`src/hdl/fat_chain_block_allocator_top_macros.svh`:
```
// Assertion macros shared by the allocator RTL.
// Needs clk and rst in scope at the point of use.
`ifndef FAT_CHAIN_BLOCK_ALLOCATOR_TOP_MACROS_SVH
`define FAT_CHAIN_BLOCK_ALLOCATOR_TOP_MACROS_SVH

// Same-cycle implication, disabled while in reset
`define FCBA_ASSERT_NOW(label, ante, cons, msg) \
  label: assert property (@(posedge clk) disable iff (rst) (ante) |-> (cons)) else $error(msg);

// Next-cycle implication, disabled while in reset
`define FCBA_ASSERT_NEXT(label, ante, cons, msg) \
  label: assert property (@(posedge clk) disable iff (rst) (ante) |=> (cons)) else $error(msg);

`endif

```
`src/hdl/fcba_alu.sv`:
```
// Shared add/subtract unit used for the count and the chain walk.
// Depends on nothing but its parameter.
`timescale 1ns / 1ps
`default_nettype none

module fcba_alu #(
  parameter int W = 17
) (
  input  wire logic [W-1:0] a,
  input  wire logic [W-1:0] b,
  input  wire logic         sub,
  output logic      [W-1:0] sum,
  output logic              msb   // carry on add, borrow on subtract
);

  logic [W:0] ext;

  // one W-bit adder, b inverted for subtract
  always_comb begin
    if (sub) begin
      ext = {1'b0, a} - {1'b0, b};
    end else begin
      ext = {1'b0, a} + {1'b0, b};
    end
    sum = ext[W-1:0];
    msb = ext[W];
  end

endmodule

`default_nettype wire

```
`config.mk`:
```
export PLATFORM = sky130hd
export DESIGN_NAME = fcba_alu
export DESIGN_NICKNAME = d
export VERILOG_FILES = /design/src/hdl/fat_chain_block_allocator_top_macros.svh /design/src/hdl/fcba_alu.sv
export SDC_FILE = /design/constraint.sdc
export NUM_CORES = 1
export LEC_CHECK = 0
export BUFFER_PORTS_ARGS = -buffer_cell sky130_fd_sc_hd__buf_4
export CAP_MARGIN = 20
export CORE_MARGIN = 8
export CORE_UTILIZATION = 51
export DETAILED_ROUTE_END_ITERATION = 7
export GPL_TIMING_DRIVEN = 1
export PLACE_DENSITY = 0.85
export SETUP_SLACK_MARGIN = 0.15
export SYNTH_ARGS = -nofsm -noshare
export SYNTH_HDL_FRONTEND = slang
export SYNTH_SLANG_ARGS = --single-unit
```
`constraint.sdc`:
```
create_clock -name vclk -period 8.6
set_clock_uncertainty 0.05 [all_clocks]
set_input_delay 0.86 -clock vclk [all_inputs]
set_output_delay 0.86 -clock vclk [all_outputs]
set_load 0.01 [all_outputs]
```
### After elaboration in Yosys (flattened, before gate mapping)

Cells that the tools add are included.

| word-level totals | value |
|---|---|
| register bits | 0 |
| output and inout bits | 18 |
| logic and storage cells | 3 |

| cells by class | value |
|---|---|
| add/subtract/negate cells | 2 |
| muxes and demuxes | 1 |

Operator list:

| cell | count |
|---|---|
| $add A17 B17 Y18 | 1 |
| $mux W18 | 1 |
| $sub A17 B17 Y18 | 1 |

### Longest topological paths before layout

| logic depth | value |
|---|---|
| depth in word-level cells | 2 |
| depth in mapped cells | 15 |

### Worst setup path before layout

OpenSTA, ideal clock, no wires.

| timing path | value |
|---|---|
| kind | input to output |
| from | input port b[0] |
| to | output port msb |
| required time | 7.690 ns |
| data arrival time | 3.270 ns |
| path slack | 4.420 ns |
| stages | 14 |
| cells stage by stage | inv_1 -> ha_1 -> nand2b_1 -> or4_4 -> nor3_4 -> a21oi_1 -> xnor2_1 -> ha_1 -> a21oi_1 -> o21ai_0 -> a221oi_1 -> nand3_1 -> a21oi_1 -> xnor2_1 |

| between the ends | value |
|---|---|
| word-level cells in the longest chain between the ends | 2 |
| elaborated cells on any way between the ends | 3 |

Ends and longest elaborated chain:

| item | line | source |
|---|---|---|
| from (decl) | fcba_alu.sv:10 | `input wire logic [W-1:0] b,` |
| $add A17 B17 Y18 or $sub A17 B17 Y18 (tied branches) | fcba_alu.sv:23, fcba_alu.sv:21 |  |
| $mux W18 * | fcba_alu.sv:20 | `if (sub) begin` |
| to (decl) | fcba_alu.sv:13 | `output logic msb` |

Every way passes the cells marked *; elsewhere a longest branch is shown, timed or not.

### Worst setup path after layout

Same ends and word-level chain as after synthesis.

==> metrics.md <==
| Metric | Value |
|---|---|
| Crit path time final | 4655 ps |
| Fin util | 0.6929 |
| Pint | 94.50 uW |
| Synth Warn # | 0 |
| P_leak | 0.0007787 uW |
| Post-CTS Setup Bufs | 0 |
| Detailed Route WL | between 3000 and 4000 um |
| Synth Area in XOR/XNOR | 0.2126 |
| Clk pwr share | 0 |
| # IOs | 53 |
| F_max | approximately 0.21 GHz |
| Initial antenna violation count | 0 |
| Worst IR Drop VDD | around 70 uV |
| Register share of total power | 0 |
| Mapped Nets | about 230 |
| Area share of the largest cell type after synthesis | 0.1822 |
| Slowest cell on crit path | or4_4 |
| Endpoints failing setup | 0 |
| PortBufs | 53 |
| Share of cells above drive strength 1 | 0.2743 |
| Grt total ovfl | 0 |
| CP Depth | 16 |
| Max Cap Violations | 0 |
| Worst-margin pin slew | approximately 430 ps |
| PwrDens | between 100 and 150 nW/um^2 |
| Critical Path RT | approximately 7700 ps |
| Setup repair after global routing missed its margin | false |
| CTS resizes | 0 |
| Beginning of the critical path | b[0] |
| Die Height | approximately 65 um |
| Post-synthesis cell count | 177 |
| First-pass detailed-route iteration total | 4 |
| Simple-gate area share of the yosys netlist | 0.2298 |
| Crit path cell chain | buf_4, inv_1, ha_1, nand2b_1, or4_4, nor3_4, a21oi_1, xnor2_1, ha_1, a21oi_1, o21ai_0, a221oi_1, nand3_1, a21oi_1, xnor2_1, buf_4 |
| Yosys top cell by area | ha_1 |
| Gpl congestion | about 0.87 |
| Hold Fails Final Rpt | 0 |
| Max Slew Vio Count | 0 |
| Gate power share | 1.000 |
| Worst hold path class | in2out |
| Nets | 282 |
| Core area | between 2000 and 2500 um^2 |
| Vias in the first global route | about 1,400 |
| Largest family of logic cells by synthesized area | compound AO/OA/AOI/OAI gates |
| Setup crit end kind | output port |
| Number of core rows | 18 |
| Status | finished, final reports clean |
| Seq_cells | 0 |
| CP dominant cell by count | a21oi_1 |
| Initial drt markers | between 70 and 80 |
| Final TNS setup | 0 ps |
| Die width | ~65 um |
| Synthesized cell area | between 1000 and 1500 um^2 |
| Synth area leaders | ha_1 (18%), xnor2_1 (17%), nor2_1 (7.6%) |
| Initial Util | 0.5178 |
| Crit-path max cell delay | roughly 460 ps |
| Post-route ant nets | 0 |
| Detailed placement HPWL | between 2000 and 3000 um |
| Tot GR Track Use | 0.1490 |
| Die area | ~4300 um^2 |
| Buffer and inverter count on the worst path | 3 |
| DRC Markers | 0 |
| First-pass GRT wire length | about 5600 um |
| Complex-gate fraction of the synthesized area | 0.3097 |
| Post-synth cell types | just over 40 |
| Routed len/inst | between 10 and 15 um |
| Slew headroom | 0.7123 |
| Switching share of power | 0.5021 |
| FF/Latch Area | 0 um^2 |
| Synthesized area per cell | about 7.0 um^2 |
| Multiplexer share of the synthesized area | 0.008097 |
| Via-per-instance ratio | ~5.7 |
| Crit path launch type | input pin |
| ANT cells | 0 |
| Largest net degree at the start of global routing | 18 |
| Layout overhead on the synthesized area | 33.81% |
| Critical Path End | msb |
| Worst Setup Path Type | in2out |
| Arrival @ worst endpoint | between 3000 and 4000 ps |
| Cts hold-fix bufs | 0 |
| Clock buffer cells | 0 |
| Fin crit share | 0.5413 |
| Via count | between 1,000 and 1,500 |
| Sequential share of the synthesized area | 0 |
| Critical path's top delay family | compound AO/OA/AOI/OAI gates |
| Adder-cell share of the synthesized area | 0.1984 |
| Psw | between 90 and 100 uW |
| Critical Path Fanout Max | 6 |
| Fillers | around 230 |
kinds of logic (layout without fill, tap and decap cells):
group	Yosys count	in the layout
AOI/OAI and AO/OA	57	57
and+or+nand+nor	57	57
xor gates and xnor gates	30	30
adders and majority gates	19	19
buffers and inverters	13	62
muxes	1	1
cell type report:
cell class / count / area [um^2] / share of cell area
timing repair buffer: 53 / 397.9 / 0.2405
tap: 30 / 37.54 / 0.02269
inverter: 9 / 33.78 / 0.02042
multi-input combinational: 164 / 1185 / 0.7163
power by group through the flow:
stage | Combinational [uW] | Sequential [uW] | Clock (uW)
2_1_floorplan | 116 | 0 | 0
3_3_place_gp | 188 | 0 | 0
3_5_place_dp | 190 | 0 | 0
4_1_cts | 190 | 0 | 0
5_1_grt | 208 | 0 | 0
6_report | 190 | 0 | 0
Yosys cell counts (all sizes together):
master	count
a21o	6
nor2	25
o21a	6
nand2b	1
o2111ai	1
nor4	2
o41ai	1
xnor2	24
a31oi	5
xor2	6
or4	1
nor3	7
o211ai	3
nand3	3
mux2i	1
fa	1
or3	2
clkbuf	2
nand4	1
a21oi	17
o21bai	3
nand2	10
o31a	1
buf	2
o21ai	8
a22oi	1
nor2b	2
ha	18
a221oi	1
a31o	2
and3	3
a21boi	1
a311oi	1
inv	9
worst min-delay path, delay by kind of cell:
family | cells | cell delay, ps
fa+ha+maj | 1 | 110
buf+inv | 3 | 250
placed cells by master, fill, tap and decap left out, drive strengths merged, types with 6 or more instances in the layout:
cell    n
xnor2  24
o21a    6
a21o    6
nor2   25
buf    53
inv     9
a21oi  17
nor3    7
ha     18
o21ai   8
xor2    6
nand2  10
routing by layer:
layer,GRT usage,vias to the layer above,share of wire,wire length (um)
met1,0.1863,667,0.46,1570
met2,0.2681,45,0.48,1661
met3,0.02381,2,0.057,195
met4,0.01362,0,0.0046,16
met5,0,-,0,0
li1,-,744,-,-
metrics by stage:
step	cells	worst slack, ps	hold slack, ps	total power (uW)	area [um^2]
global route	256	3771	2048	207.9	1654
CTS	256	3940	2031	190.5	1654
detailed placement	256	3946	2030	190.1	1654
finish	256	3945	2028	189.8	1654
global placement	256	4023	2031	188.2	1654
floorplan	177	4420	1818	116.4	1236
worst min-delay path by stage:
stage,slack (ps),end,cells past startpoint,startpoint
floorplan,1820,sum[0],2,b[0]
global placement,2030,sum[0],4,b[0]
global route,2050,sum[1],3,a[1]
finish,2030,sum[0],4,b[0]
detailed placement,2030,sum[0],4,b[0]
CTS,2030,sum[0],4,b[0]
Power figures use the tool's default switching activity.
