<file path="src/hdl/fat_chain_block_allocator_top_macros.svh">
// Assertion macros shared by the allocator RTL.
// Needs clk and rst in scope at the point of use.
`ifndef FAT_CHAIN_BLOCK_ALLOCATOR_TOP_MACROS_SVH
`define FAT_CHAIN_BLOCK_ALLOCATOR_TOP_MACROS_SVH

// Same-cycle implication, disabled while in reset
`define FCBA_ASSERT_NOW(label, ante, cons, msg) \
  label: assert property (@(posedge clk) disable iff (rst) (ante) |-> (cons)) else $error(msg);

// Next-cycle implication, disabled while in reset
`define FCBA_ASSERT_NEXT(label, ante, cons, msg) \
  label: assert property (@(posedge clk) disable iff (rst) (ante) |=> (cons)) else $error(msg);

`endif

</file>
<file path="src/hdl/fcba_pkg.sv">
// Shared types and constants for the FAT chain block allocator.
// No dependencies.
`timescale 1ns / 1ps
`default_nettype none

package fcba_pkg;

  localparam int FIELD_W = 12;
  localparam logic [FIELD_W-1:0] FIELD_MAX = 12'hFFF;
  // Reset value of the usable block limit, in blocks
  localparam logic [FIELD_W-1:0] LIMIT_RESET = 12'd1952;

  // Command codes
  localparam logic [1:0] CMD_ALLOC = 2'd0;
  localparam logic [1:0] CMD_FREE  = 2'd1;
  localparam logic [1:0] CMD_NEXT  = 2'd2;

  typedef enum logic [2:0] {
    ST_INIT,
    ST_IDLE,
    ST_READ,
    ST_EVAL,
    ST_OUT
  } fcba_state_t;

  typedef struct packed {
    logic               status;
    logic [FIELD_W-1:0] result_block;
    logic [FIELD_W-1:0] used_blocks;
  } fcba_result_t;

endpackage

`default_nettype wire

</file>
<file path="src/hdl/fcba_seq.sv">
// Sequencer: clearing pass, command decode, chain walk, head and count.
// Depends on fcba_pkg and the assertion macro header.
`timescale 1ns / 1ps
`default_nettype none
`include "fat_chain_block_allocator_top_macros.svh"

module fcba_seq
  import fcba_pkg::*;
#(
  parameter int NUM_BLOCKS       = 4096,
  parameter int FIRST_DATA_BLOCK = 4,
  localparam int AW = $clog2(NUM_BLOCKS),
  localparam int CW = $clog2(NUM_BLOCKS + 2),
  localparam int W  = (CW > FIELD_W) ? CW : FIELD_W
) (
  input  wire logic               clk,
  input  wire logic               rst,
  // command side
  input  wire logic               in_valid,
  output logic                    in_ready,
  input  wire logic [1:0]         in_cmd,
  input  wire logic [FIELD_W-1:0] in_blk,
  // limit register
  input  wire logic               cfg_wr_en,
  input  wire logic [FIELD_W-1:0] cfg_wr_data,
  // result side
  output logic                    res_valid,
  input  wire logic               res_ready,
  output fcba_result_t            res,
  // link table
  output logic                    tbl_wr_en,
  output logic      [AW-1:0]      tbl_wr_addr,
  output logic      [AW-1:0]      tbl_wr_data,
  output logic      [AW-1:0]      tbl_rd_addr,
  input  wire logic [AW-1:0]      tbl_rd_data,
  // shared adder
  output logic      [W-1:0]       alu_a,
  output logic      [W-1:0]       alu_b,
  output logic                    alu_sub,
  input  wire logic [W-1:0]       alu_sum,
  input  wire logic               alu_msb
);

  localparam logic [W-1:0]  NB_W    = W'(NUM_BLOCKS);
  localparam logic [W-1:0]  FIRST_W = W'(FIRST_DATA_BLOCK);
  localparam logic [AW-1:0] LAST_A  = AW'(NUM_BLOCKS - 1);
  localparam logic [W-1:0]  ONE_W   = W'(1);

  fcba_state_t state, state_next;

  logic [AW-1:0]      init_addr;
  logic [AW-1:0]      init_val;
  logic [AW-1:0]      free_head;
  logic [FIELD_W-1:0] used_count;
  logic [FIELD_W-1:0] limit;
  logic [1:0]         cmd;
  logic [FIELD_W-1:0] blk;
  logic [AW-1:0]      walk;
  logic [W-1:0]       walk_n;
  logic               res_status;
  logic [FIELD_W-1:0] res_block;

  logic link_zero;
  logic n_over;
  logic in_range;
  logic alloc_ok;

  assign link_zero = (tbl_rd_data == '0);
  assign n_over    = (walk_n > NB_W);
  assign in_range  = (W'(in_blk) < NB_W);
  assign alloc_ok  = !link_zero && !(used_count > limit);

  // reset contents of one table entry for the clearing pass
  always_comb begin
    if ((W'(init_addr) < FIRST_W) || (init_addr == LAST_A)) begin
      init_val = '0;
    end else begin
      init_val = AW'(init_addr + AW'(1));
    end
  end

  // state register
  always_ff @(posedge clk) begin
    if (rst) begin
      state <= ST_INIT;
    end else begin
      state <= state_next;
    end
  end

  // next state and handshakes
  always_comb begin
    state_next = state;
    unique case (state)
      ST_INIT: begin
        if (init_addr == LAST_A) state_next = ST_IDLE;
      end
      ST_IDLE: begin
        if (in_valid) begin
          priority if (in_cmd == CMD_ALLOC) begin
            state_next = ST_READ;
          end else if ((in_cmd == CMD_FREE || in_cmd == CMD_NEXT) && in_range) begin
            state_next = ST_READ;
          end else begin
            state_next = ST_OUT;
          end
        end
      end
      ST_READ: state_next = ST_EVAL;
      ST_EVAL: begin
        if (cmd == CMD_FREE && !link_zero && !n_over) begin
          state_next = ST_EVAL;
        end else begin
          state_next = ST_OUT;
        end
      end
      ST_OUT: begin
        if (res_ready) state_next = ST_IDLE;
      end
      default: state_next = ST_INIT;
    endcase
  end

  assign in_ready  = (state == ST_IDLE);
  assign res_valid = (state == ST_OUT);
  assign res       = '{status: res_status, result_block: res_block, used_blocks: used_count};

  // adder operands: walk step, free count drop, or allocation count bump
  always_comb begin
    alu_a   = W'(used_count);
    alu_b   = ONE_W;
    alu_sub = 1'b0;
    if (state == ST_EVAL && cmd == CMD_FREE) begin
      if (!link_zero) begin
        alu_a = walk_n;
      end else begin
        alu_b   = walk_n;
        alu_sub = 1'b1;
      end
    end
  end

  // table ports; in EVAL the read follows the link just fetched
  always_comb begin
    tbl_wr_en   = 1'b0;
    tbl_wr_addr = walk;
    tbl_wr_data = '0;
    tbl_rd_addr = (state == ST_EVAL) ? tbl_rd_data : walk;
    if (state == ST_INIT) begin
      tbl_wr_en   = 1'b1;
      tbl_wr_addr = init_addr;
      tbl_wr_data = init_val;
    end else if (state == ST_EVAL) begin
      if (cmd == CMD_ALLOC && alloc_ok) begin
        tbl_wr_en = 1'b1;
      end else if (cmd == CMD_FREE && link_zero) begin
        tbl_wr_en   = 1'b1;
        tbl_wr_data = free_head;
      end
    end
  end

  // limit register, writable at any time
  always_ff @(posedge clk) begin
    if (rst) begin
      limit <= LIMIT_RESET;
    end else if (cfg_wr_en) begin
      limit <= cfg_wr_data;
    end
  end

  // control state: sweep address, free head, used count
  always_ff @(posedge clk) begin
    if (rst) begin
      init_addr  <= '0;
      free_head  <= AW'(FIRST_DATA_BLOCK);
      used_count <= FIELD_W'(1);
    end else begin
      if (state == ST_INIT) begin
        init_addr <= AW'(init_addr + AW'(1));
      end
      if (state == ST_EVAL) begin
        if (cmd == CMD_ALLOC && alloc_ok) begin
          free_head <= tbl_rd_data;
          if (used_count != FIELD_MAX) begin
            used_count <= alu_sum[FIELD_W-1:0];
          end
        end else if (cmd == CMD_FREE && link_zero) begin
          free_head  <= AW'(blk);
          used_count <= alu_msb ? '0 : alu_sum[FIELD_W-1:0];
        end
      end
    end
  end

  // beat payload and walk registers
  always_ff @(posedge clk) begin
    if (state == ST_IDLE && in_valid) begin
      cmd        <= in_cmd;
      blk        <= in_blk;
      walk       <= (in_cmd == CMD_ALLOC) ? free_head : AW'(in_blk);
      walk_n     <= ONE_W;
      res_status <= 1'b0;
      res_block  <= '0;
    end else if (state == ST_EVAL) begin
      unique case (cmd)
        CMD_ALLOC: begin
          if (alloc_ok) begin
            res_block <= FIELD_W'(walk);
          end else begin
            res_status <= 1'b1;
          end
        end
        CMD_FREE: begin
          if (!link_zero && !n_over) begin
            walk   <= tbl_rd_data;
            walk_n <= alu_sum;
          end
        end
        CMD_NEXT: res_block <= FIELD_W'(tbl_rd_data);
        default: res_block <= '0;
      endcase
    end
  end

  `FCBA_ASSERT_NOW(a_tbl_wr_state, tbl_wr_en, (state == ST_INIT) || (state == ST_EVAL), "table written outside sweep or evaluation")
  `FCBA_ASSERT_NOW(a_walk_bound, state == ST_EVAL, walk_n <= NB_W + ONE_W, "chain walk count ran past its bound")
  `FCBA_ASSERT_NEXT(a_count_hold, (state != ST_EVAL) && !rst, $stable(used_count), "used count changed outside evaluation")
  `FCBA_ASSERT_NEXT(a_result_hold, (state == ST_OUT) && !res_ready, (state == ST_OUT) && $stable(res), "pending result dropped or changed")

endmodule

`default_nettype wire

</file>
<file path="config.mk">
export PLATFORM = sky130hd
export DESIGN_NAME = fcba_seq
export DESIGN_NICKNAME = d
export VERILOG_FILES = /design/src/hdl/fcba_pkg.sv /design/src/hdl/fcba_seq.sv
export VERILOG_INCLUDE_DIRS = /design/src /design/src/hdl
export SDC_FILE = /design/constraint.sdc
export NUM_CORES = 1
export LEC_CHECK = 0
export BUFFER_PORTS_ARGS = -buffer_cell sky130_fd_sc_hd__buf_2
export CORE_MARGIN = 2
export CORE_UTILIZATION = 45
export DETAILED_ROUTE_END_ITERATION = 8
export GPL_ROUTABILITY_DRIVEN = 0
export MAX_ROUTING_LAYER = met4
export PLACE_DENSITY = 0.66
export SKIP_CTS_REPAIR_TIMING = 1
export SLEW_MARGIN = 10
export SYNTH_ARGS = -nofsm -noshare
export SYNTH_HDL_FRONTEND = slang
export SYNTH_SLANG_ARGS = --single-unit
</file>
<file path="constraint.sdc">
create_clock -name clk -period 9.2 [get_ports clk]
set_clock_uncertainty 0.2 [all_clocks]
set_input_delay 2.76 -clock clk [delete_from_list [all_inputs] [get_ports clk]]
set_output_delay 2.76 -clock clk [all_outputs]
set_load 0.005 [all_outputs]
</file>
After elaboration in Yosys (flattened, before gate mapping):

Index checks and enable logic that the tools add are counted.

* register bits: 103
* latch bits: 0
* bits in writable memories: 0
* memory bits (read-only): 0
* word-level logic and storage cells: 97
* memories: 0

* $add $sub $neg: 1
* multipliers: 0
* div/mod/pow operators: 0
* $lt $le $gt $ge: 3
* eq/ne operators: 15
* shifts and indexed selects: 0
* mux-type cells: 37
* bitwise gates (word level): 2
* reduce and logical (&&, ||, !) cells: 28

Operator list (number)
* 2-to-1 mux 12 bit: 19
* 2-to-1 mux 13 bit: 4
* one-hot mux 12 bit (3 select lines): 1
* 2-to-1 mux 3 bit: 6
* AND reduction 3 bit: 6
* one-hot mux 3 bit (5 select lines): 1
* greater-than comparator 13 bit (second input constant): 1
* adder 12 x 1 -> 12 bit (second input constant): 1
* equality test 12 bit (second input constant): 1
* greater-than comparator 12 bit: 1
* zero test 12 bit: 1
* less-than comparator 12 x 3 -> 1 bit (second input constant): 1
* inequality test 12 bit (second input constant): 1
* logical AND 1 bit: 8
* nonzero test 2 bit: 4
* equality test 3 x 2 -> 1 bit (second input constant): 2
* 2-to-1 mux 1 bit: 6
* inequality test 2 bit (second input constant): 3
* equality test 2 x 1 -> 1 bit (second input constant): 2
* equality test 2 bit (second input constant): 2
* zero test 2 bit: 2
* inequality test 2 x 1 -> 1 bit (second input constant): 2
* equality test 3 x 1 -> 1 bit (second input constant): 1
* equality test 3 bit (second input constant): 1
* other kinds (5): 9

Logic depth before layout (Yosys ltp):

* word-level depth: 7
* gate-level depth with buffers: 11

Worst setup path after synthesis:

Ideal clock, no wire load.

* path type: input -> output
* from: input tbl_rd_data[6]
* to: output alu_a[10]
* data arrival time: 4.018 ns
* data required time: 6.240 ns
* setup slack: 2.222 ns
* cell stages on the path: 7
* buffers on the path: 2
* path through: nor4_1 -> and3_4 -> inv_1 -> and3_1 -> buf_6 -> buf_2 -> mux2_2

* cells in the longest elaborated chain, start to end: 3

Ends and longest elaborated chain
* start, declared: RTL line fcba_seq.sv:35 `input wire logic [AW-1:0] tbl_rd_data,`
* zero test 12 bit: RTL line fcba_seq.sv:68 `assign link_zero = (tbl_rd_data == '0);`
* 2-to-1 mux 13 bit: RTL line fcba_seq.sv:134 `if (!link_zero) begin`
* 2-to-1 mux 13 bit: RTL line fcba_seq.sv:133 `if (state == ST_EVAL && cmd == CMD_FREE) begin`
* end, declared: RTL line fcba_seq.sv:37 `output logic [W-1:0] alu_a,`

Every way passes these cells.

Final worst setup path:

* from: input tbl_rd_data[0]
* to: output tbl_wr_en

* cells in the longest elaborated chain, start to end: 7
* elaborated cells between the ends (all ways): 9
* those cells by class: mux: 4; reduce/logical: 5

Ends and longest elaborated chain
* zero test 12 bit (*): RTL line fcba_seq.sv:68
* zero test 1 bit: RTL line fcba_seq.sv:71 `assign alloc_ok = !link_zero && !(used_count > limit);`
* logical AND 1 bit: RTL line fcba_seq.sv:71
* logical AND 1 bit: RTL line fcba_seq.sv:154 `if (cmd == CMD_ALLOC && alloc_ok) begin`
* 2-to-1 mux 1 bit (*): RTL line fcba_seq.sv:154
* 2-to-1 mux 1 bit (*): RTL line fcba_seq.sv:153 `end else if (state == ST_EVAL) begin`
* 2-to-1 mux 1 bit (*): RTL line fcba_seq.sv:149 `if (state == ST_INIT) begin`
* end, declared: RTL line fcba_seq.sv:31 `output logic tbl_wr_en,`

Mark *: on every way between the ends. The rest lies on a longest branch, timed or not.

==> impl_metrics.toml <==
[synthesis]
syn-num-nets = 738
yosys.area_share.adder = 0.0291
synthMuxAreaShare = 0.0994
synth_compound_area_frac = 0.105
synth_area_sq_um = 5590
syn_inst = 668
synthXorXnorAreaFrac = 0.0298
synth.distinct_cells = 54
yosysWarningCount = 0
synth-seq-area-share = 0.415
ys_seq_elements = 103
synth_top_family_by_area = "simple AND/OR/NAND/NOR gates"
syn_avg_cell_area_sq_um = 8.37
synthSimpleGateAreaFrac = 0.261

[timing]
finalMaxSlewViolations = 0
max_freq_mhz = 119
tns_ns = 0
hold_viol_final = 0
slew-limit-headroom = 0.388
tightest_slew_ns = 0.919
min_period_ns = 8.41
fin_crit_sh = 0.914
grt_setup_unrepaired = "false"
setup_viol = 0

[cts]
cts.sinks = 103
cts_max_path_buffers = 2
h-tree-depth = 3
cts_tree = "yes"
clk_latency_ns = 0.34
path_clk_slew_ns = 0.07
cts_buffers = 9
clock-root-buffer = "clkbuf_16"

[finish]
nets = 848
area_growth_pct = 17.7
drive_above_1_share = 0.245
fin_area_sq_um = 6580
fillers = 1108

[global_routing]
grtUsageTotal = 0.249
grt-ovfl-total = 0
antenna_found_initial = 1
grt_pass1_vias = 4859
grt_max_degree = 66
grt_pass1_wl_microns = 25000

[critical_path]
arrival_ns = 5.45
cp.required_ns = 6.24
path_class = "input port to primary output"
start_kind = "input port"
cp_max_fo = 28
cp-end-kind = "primary output"

[min_path]
hold_class = "register to register"

[placed_design]
port_buffers = 147
dpl_cell_area_sq_um = 6290
place_hpwl_microns = 11900

[pwr]
power_w = 0.000903
power_density_nw_per_um2 = 137
leakage_nw = 2.94
ir_worst_vdd_v = 0.0000800

[detailed_routing]
post_drt_via_cell_ratio = 5.50
drt_first_iter_violations = 327
ant_nets = 0
drc = 0
dr.pass1.iters = 5
wl_per_cell_microns = 17.1
vias = 5236
wl_microns = 16300

[floorplan]
rows = 40
coreArea_sq_um = 12100
die_x_microns = 115
ios = 148
initial_core_util = 0.463
chipHeight_microns = 115
dieArea_sq_um = 13300

[status]
status = "complete, no violations"

[run]
drv_cap = 0
[flip-flops by register name, indices dropped and copies added (netlist names), 2 cells and up]
name / flops
free_head: 12
used_count: 12
blk: 12
walk: 12
cmd: 2
res_block: 12
limit: 12
init_addr: 12
state: 3
walk_n: 13
[final cells by class]
class,count,area [sq um],area share
multi-input combinational,498,2940,0.446
sequential,103,2320,0.353
timing repair buffer,150,758,0.115
clock buffer,10,229,0.0348
tap,168,210,0.0319
clock inverter,6,60.1,0.00913
inverter,16,60.1,0.00913
antenna,1,2.50,0.000380
[cells by family after synthesis]
kind of cell | count (synthesis)
mux | 54
buf+inv | 67
fa+ha+maj | 13
compound gates | 99
xor+xnor | 19
flops | 103
simple gates | 313
[critical path, cell delays in order]
cell      delay [ns]
buf_2           0.15
nor4_1          0.07
and3_4          0.21
nand3_1         0.38
clkinv_1        0.77
a21oi_2         0.76
nand2_1         0.16
buf_2           0.17
[layout by cell type, fill, tap and decap left out, drive strengths merged, types with 2 or more instances in the layout]
| master | instances |
|---|---|
| dfxtp | 77 |
| clkinv | 3 |
| mux2i | 42 |
| nor2b | 2 |
| inv | 16 |
| nand2b | 3 |
| or3 | 15 |
| mux2 | 12 |
| and3 | 5 |
| ha | 13 |
| edfxtp | 26 |
| o211ai | 6 |
| nand4 | 18 |
| nand2 | 121 |
| nor3 | 7 |
| nor4 | 18 |
| xor2 | 11 |
| xnor2 | 8 |
| nand3 | 11 |
| clkbuf | 10 |
| and2 | 18 |
| o21ai | 30 |
| clkinvlp | 2 |
| a21oi | 46 |
| a21o | 4 |
| buf | 150 |
| nor2 | 89 |
| a211oi | 2 |
| a31oi | 3 |
[power breakdown]
part	switching (W)	internal (W)
Combinational	0.0000300	0.0000219
Clock	0.000170	0.000210
Sequential	0.00000314	0.000468
[path summary, 6_finish.rpt]
check / startpoint / end / slack (ns) / cells after the start
setup / recovery: tbl_rd_data[0] / tbl_wr_en / 0.79 / 8
hold / removal: res_block[7]$_SDFFE_PP0P_ / res_block[7]$_SDFFE_PP0P_ / 0.25 / 2
setup reg to reg: cmd[1]$_DFFE_PP_ / used_count[4]$_SDFFE_PP0P_ / 5.40 / 6
hold reg to reg: res_block[7]$_SDFFE_PP0P_ / res_block[7]$_SDFFE_PP0P_ / 0.25 / 2
[routing by layer]
layer,vias to the layer above,GRT usage,part of all wire
met4,0,0.0996,0.025
met5,-,-,0
li1,2520,-,-
met1,2455,0.317,0.43
met2,231,0.405,0.48
met3,30,0.0272,0.062
[stage by stage]
stage                     hold WS (ns)  std cells   util  setup WS, ns
after floorplan                  0.238        668      -          2.22
after global placement           0.237        935  0.521         0.961
after detailed placement         0.242        935  0.521         0.855
after CTS                        0.252        951  0.545         0.835
after global routing             0.278        952  0.546         0.638
final                            0.249        952  0.546         0.795
[synth_stat cells (all sizes together)]
cell type / number / area (sq um)
nand3: 11 / 60.1
nor2b: 2 / 12.5
and2: 18 / 115
or4: 1 / 7.51
nand2: 121 / 454
a31o: 1 / 17.5
a311oi: 1 / 8.76
a31oi: 3 / 18.8
buf: 22 / 166
or3: 15 / 98.9
inv: 15 / 56.3
dfxtp: 77 / 1540
clkbuf: 29 / 109
or2: 1 / 6.26
ha: 13 / 163
clkinv: 1 / 3.75
a22oi: 1 / 21.3
nand2b: 3 / 18.8
and3: 5 / 36.3
and4: 1 / 8.76
edfxtp: 26 / 781
a211oi: 2 / 15.0
o211ai: 6 / 45.0
and3b: 1 / 8.76
mux2: 12 / 135
a21oi: 46 / 238
mux2i: 42 / 420
xor2: 11 / 96.3
nand4: 18 / 113
a221o: 1 / 10.0
a211o: 1 / 8.76
nor4: 18 / 119
a32o: 1 / 10.0
a21o: 4 / 30.0
o21ai: 30 / 150
o22ai: 1 / 6.26
a2bb2oi: 1 / 8.76
xnor2: 8 / 70.1
nor3: 7 / 51.3
nor3b: 1 / 7.51
nand3b: 1 / 7.51
nor2: 89 / 334
Note: power is estimated with default switching activity, not from simulation.
